`config.mk`:
```
export PLATFORM = sky130hd
export DESIGN_NAME = tun_fifo
export DESIGN_NICKNAME = d
export VERILOG_FILES = /design/src/hdl/tun_pkg.sv /design/src/hdl/tun_fifo.sv
export SDC_FILE = /design/constraint.sdc
export NUM_CORES = 1
export LEC_CHECK = 0
export ABC_AREA = 1
export BUFFER_PORTS_ARGS = -buffer_cell sky130_fd_sc_hd__buf_2
export CAP_MARGIN = 5
export CORE_ASPECT_RATIO = 0.8
export CORE_MARGIN = 2
export CORE_UTILIZATION = 35
export DETAILED_ROUTE_END_ITERATION = 8
export PLACE_DENSITY_LB_ADDON = 0.3
export SKIP_CTS_REPAIR_TIMING = 1
export SLEW_MARGIN = 20
export SYNTH_ARGS = -nofsm -noshare
export SYNTH_HDL_FRONTEND = slang
export SYNTH_SLANG_ARGS = --single-unit
```
`constraint.sdc`:
```
create_clock -name i_clk -period 6.5 [get_ports i_clk]
set_input_delay 0.975 -clock i_clk [delete_from_list [all_inputs] [get_ports i_clk]]
set_output_delay 0.975 -clock i_clk [all_outputs]
set_load 0.05 [all_outputs]
```
`src/hdl/tun_pkg.sv`:
```
// Shared constants, types and helpers for the triangle unit normal block.
`timescale 1ns / 1ps

package tun_pkg;

    localparam int COORD_BITS = 16;
    localparam int FRAC_BITS  = 14;
    localparam int OUT_W      = 16;

    localparam int EDGE_W     = COORD_BITS + 1;
    localparam int PROD_W     = 2 * EDGE_W;
    localparam int CROSS_W    = PROD_W + 1;
    localparam int MAG_W      = CROSS_W;
    localparam int LO_W       = (MAG_W + 1) / 2;
    localparam int HI_W       = MAG_W - LO_W;
    localparam int SQ_W       = 2 * MAG_W;
    localparam int SUM_W      = SQ_W + 2;

    // quotient c^2 * 4^(F+1) / S never exceeds 4^(F+1)
    localparam int QUO_W      = 2 * FRAC_BITS + 3;
    localparam int ROOT_W     = (QUO_W + 1) / 2;
    localparam int RAD_W      = 2 * ROOT_W;
    localparam int SCALE_LAT  = QUO_W + ROOT_W + 1;

    localparam int FIFO_DEPTH = 8;
    localparam int FIFO_AW    = $clog2(FIFO_DEPTH);

    typedef logic signed [COORD_BITS-1:0] t_coord;
    typedef logic signed [CROSS_W-1:0]    t_cross;

    typedef struct packed {
        t_coord a_x;
        t_coord a_y;
        t_coord a_z;
        t_coord b_x;
        t_coord b_y;
        t_coord b_z;
        t_coord c_x;
        t_coord c_y;
        t_coord c_z;
    } t_verts;

    typedef struct packed {
        t_cross n_x;
        t_cross n_y;
        t_cross n_z;
        logic   degenerate;
    } t_tri;

    typedef struct packed {
        logic [FIFO_AW:0] count;
        logic             empty;
    } t_fifo_stat;

    typedef struct packed {
        logic       valid;
        logic       degenerate;
        logic [2:0] sign;
    } t_ctl;

endpackage

```
`src/hdl/tun_fifo.sv`:
```
// Short queue of classified cross products between front and back.
`timescale 1ns / 1ps

module tun_fifo (
    input  logic                i_clk,
    input  logic                i_rst_n,
    input  logic                i_push,
    input  tun_pkg::t_tri       i_data,
    input  logic                i_pop,
    output tun_pkg::t_fifo_stat o_stat,
    output logic                o_rd_valid,
    output tun_pkg::t_tri       o_rd_data
);

    tun_pkg::t_tri r_mem [tun_pkg::FIFO_DEPTH];
    tun_pkg::t_tri r_rd_data;
    logic [tun_pkg::FIFO_AW-1:0] r_wr_ptr, r_rd_ptr;
    logic [tun_pkg::FIFO_AW:0]   r_count, n_count;
    logic                        r_rd_valid;
    logic                        w_pop;

    assign w_pop   = i_pop & (r_count != '0);
    assign n_count = r_count + (tun_pkg::FIFO_AW + 1)'(i_push) - (tun_pkg::FIFO_AW + 1)'(w_pop);

    always_ff @(posedge i_clk) begin
        if (i_push) begin
            r_mem[r_wr_ptr] <= i_data;
        end
        if (w_pop) begin
            r_rd_data <= r_mem[r_rd_ptr];
        end
    end

    always_ff @(posedge i_clk) begin
        if (!i_rst_n) begin
            r_wr_ptr   <= '0;
            r_rd_ptr   <= '0;
            r_count    <= '0;
            r_rd_valid <= 1'b0;
        end else begin
            if (i_push) begin
                r_wr_ptr <= r_wr_ptr + 1'b1;
            end
            if (w_pop) begin
                r_rd_ptr <= r_rd_ptr + 1'b1;
            end
            r_count    <= n_count;
            r_rd_valid <= w_pop;
        end
    end

    assign o_stat.count = r_count;
    assign o_stat.empty = (r_count == '0);
    assign o_rd_valid   = r_rd_valid;
    assign o_rd_data    = r_rd_data;

endmodule

```
* Word-level counts from Yosys, hierarchy flattened *
Memories as Yosys holds them, arrays and structs flattened. A register that Yosys moved wholly into a read port is not among the register bits.
Index checks and enable logic that the tools add are counted.

word-level totals
  register bits = 11
  RAM bits = 848
  memories = 1
  input port bits = 110

operators by class
  bitwise logic cells = 1
  muxes and demuxes = 2
  $add $sub $neg = 4
  reduce and logical (&&, ||, !) cells = 2

memory list
  name   words  width  read ports  clocked after Yosys merged registers in  wr ports  RTL line        source
  r_mem  8      106    1           1                                        1         tun_fifo.sv:15  tun_pkg::t_tri r_mem [tun_pkg::FIFO_DEPTH];

operators by type and width
  operator                                                        number
  3-bit by 1-bit adder with 3-bit output (second input constant)  2
  4-bit by 1-bit adder with 4-bit output                          1
  4-bit zero test                                                 1
  4-bit nonzero test                                              1
  4-bit by 1-bit subtractor with 4-bit output                     1
  1-bit two-way mux                                               2
  1-bit AND                                                       1

* Depth between registers and ports, before layout *
  word-level depth = 3
  mapped depth = 13
  gate-level depth less buffers = 13

* Worst setup path before layout *
OpenSTA, ideal clock, no wires.

  path kind = input to register
  start = input i_push
  end = memory r_mem[0][0] in the netlist's numbering, enable pin
  setup time = 572 ps
  path slack = 174 ps
  data arrival time = 5754 ps
  stages on the path = 3
  path buffers = 0
  cell sequence = inv_1 -> or2_2 -> nor2_1

between the ends
  word-level cells in the longest chain between the ends = 2

RTL lines
  element                                  RTL line        source
  start, declared                          tun_fifo.sv:7   input logic i_push,
  1-bit two-way mux                        tun_fifo.sv:26  if (i_push) begin
  1-bit two-way mux (implied by the code)  tun_fifo.sv:27  r_mem[r_wr_ptr] <= i_data;
  end, declared                            tun_fifo.sv:15

No other way between the ends.

==> out/results.tsv <==
metric	value	unit
Starting Density	35.40	%
Hold WC Path Type	register to register	
Detail Placement HPWL	46700	µm
setup violators final	0	
Area Growth Syn to Fin	13.81	%
Post-synth top flop	edfxtp_1	
first-pass GRT wire length	144300	µm
peak supply drop	0.2981	mV
hold endpoint	r_wr_ptr[0]	
Buf+Inv Stages, Crit Path	2	
main area contributors after synthesis	edfxtp_1 (70%), nand2_1 (13%), inv_1 (8.0%)	
width of the die	385.3	µm
CP required	7.03	ns
CP Class	register to register	
arrival time worst endpoint	3.50	ns
Ys Warns	0	
root buffer cell	clkbuf_16	
Fin Setup TNS	0	ns
Slowest cell on crit path	dfxtp_4	
die area	119100	µm²
grt ovf	0	
Synth top area share	70.38	%
FF+latch count, synth	965	
crit path launch type	register	
Slew @ Worst Pin	1.356	ns
GPL Wtd Cong	0.7419	
vias in the first global route	24250	
Cells after Synth	3858	
Seq/Total Area, Yosys	70.92	%
largest net degree at the start of global routing	199	
unrepaired setup endpoints after global routing	no	
max-cap violation count	0	
CTS clk-pin slew, worst paths	0.06	ns
Placement Rows	111	
TritonCTS clock tree	built	
Design Area, Final	46330	µm²
Worst R2R End	o_rd_data[45]	
Fin Hold WS	0.5151	ns
final worst path period need	2.968	ns
hold_sp	r_wr_ptr[0]	
FF-to-FF Start	r_rd_ptr[0]	
most numerous cell in the Yosys netlist	nand2_1	
crit end category	register	
Static Leakage	20.59	nW
IO Port Bufs	221	
crit-path max FO	186	
vias	24980	
Die Y	309.0	µm
Final Non-Filler Cells	5658	
Mapped Area	40700	µm²
CTS Buf Count	98	
Final Hold Vio Count	0	
antenna viol nets, final	0	
Fmax achieved	337.0	MHz
initial antenna violation count	13	
Placed Area	43190	µm²
# fillers	11010	
ratio of cells with drive above 1 in the final layout	9.859	%
Async SR Flop Fraction	0	%
critical path cell sequence	clkinv_8 > buf_12 > nand2_1 > nand3_1 > nand2_1 > nand2_1 > nand2_1	
Tot GR Track Use	15.85	%
Rel. slew slack	9.598	%
crit-path most repeated cell	nand2_1	
Syn Nets	3976	
reg2reg setup slack	3.53	ns
routed vias/inst	4.415	
Hold Path Stages	2	
Post-synth EDFFs	954	
Synth area leader	edfxtp_1	
post-synth cell types	18	
Setup Skew	0.02345	ns
dpl cells	5469	
Iteration-0 DRC Markers	1655	
Final nets	4163	
Tcrit/Tclk final	45.65	%
DRT Pass-1 Iters	5	
PD cells	368.0	nW/µm²
drt total wl	93910	µm
io pins	222	
DR DRC count	0	
FF-to-FF path depth	7	
buffer depth of the longest clock path	3	
CP delay by family, top	buffers and inverters	
clk_lat worst skew	0.69	ns
Worst path max stage delay	0.80	ns
wire length per cell	16.60	µm
average size of a mapped cell	10.55	µm²
CTS sink cnt	965	
core area	115000	µm²
H-tree depth	3	
max-slew violations	0	
Post-synth top cells	nand2_1 (1394), edfxtp_1 (954), inv_1 (866)	
status	complete, no violations	
[worst register-to-register path, delay by kind of cell (launching register included)]
kind | cells | cell delay, ns
buffers and inverters | 2 | 1.20
DFF | 1 | 0.80
and+or+nand+nor | 5 | 0.83
[registers in the layout (all words and copies together) (netlist names)]
name and flops:
o_rd_valid 1, o_rd_data 106, r_mem 848, r_count 4, r_rd_ptr 3, r_wr_ptr 3
[power breakdown]
part | total (mW) | leakage, nW | internal (mW) | switching (mW)
sequential | 7.57 | 8.81 | 7.40 | 0.169
clock | 5.48 | 1.52 | 3.09 | 2.39
combinational | 4.00 | 10.3 | 0.950 | 3.05
total | 17.0 | 20.6 | 11.4 | 5.61
[final cells by class]
cell class              instances  area [µm²]  share of cell area, %
flip-flops and latches        965       28880                  62.34
clock buffers                 115        2559                  5.523
diodes                          5       12.51                0.02701
inverters                     869        3289                  7.101
clock inverters                68       535.5                  1.156
well taps                    1525        1908                  4.119
repair buffers                252        1471                  3.176
multi-input cells            1859        7671                  16.56
[metal layers]
layer | global-route usage (%) | wire length (µm) | share of wire, % | vias to the layer above
li1 | - | - | - | 12480
met1 | 21.29 | 42900 | 46 | 11810
met2 | 26.35 | 44300 | 47 | 538
met3 | 3.048 | 4685 | 5.0 | 145
met4 | 4.126 | 1950 | 2.1 | 10
met5 | 0 | 68 | 0.072 | -
[how the worst max path moves through the flow]
stage	startpoint	end	slack (ns)	depth (start not counted)
finish	r_rd_ptr[0]	o_rd_data[45]	3.53	7
global route	r_rd_ptr[0]	o_rd_data[55]	3.28	7
CTS	r_rd_ptr[0]	o_rd_data[87]	3.50	7
detailed placement	i_push	r_mem[4][60]	3.04	5
global placement	i_pop	r_count[2]	3.09	10
floorplan	i_push	r_mem[0][0]	0.17	3
[cells in the final DEF, fill, tap and decap left out, types with 7 or more instances in the layout]
cell type and n:
nand2_1 1394, edfxtp_1 954, inv_1 865, nand3_1 429, buf_2 221, clkbuf_16 100
clkinv_1 30, clkinv_2 21, buf_4 21, clkbuf_1 15, buf_12 9, nor2_4 8
a21oi_1 8, dfxtp_1 8, nor2_1 7, ha_1 7, bufinv_16 7
[cells by family after synthesis]
| logic type | Yosys count | share of synthesized area, % |
|---|---|---|
| fa+ha+maj | 8 | 0.2643 |
| flops | 965 | 70.92 |
| compound gates | 11 | 0.1352 |
| simple gates | 1840 | 18.30 |
| buf+inv | 1034 | 10.38 |
[per-stage QoR]
stage | power (mW) | utilization, % | setup slack [ns]
2_1_floorplan | 10.72 | - | 0.1739
3_3_place_gp | 11.72 | 37.56 | 3.090
3_5_place_dp | 11.75 | 37.56 | 3.041
4_1_cts | 17.28 | 40.25 | 3.501
5_1_grt | 17.95 | 40.28 | 3.278
6_report | 17.05 | 40.28 | 3.532
(Power assumes the default switching activity.)
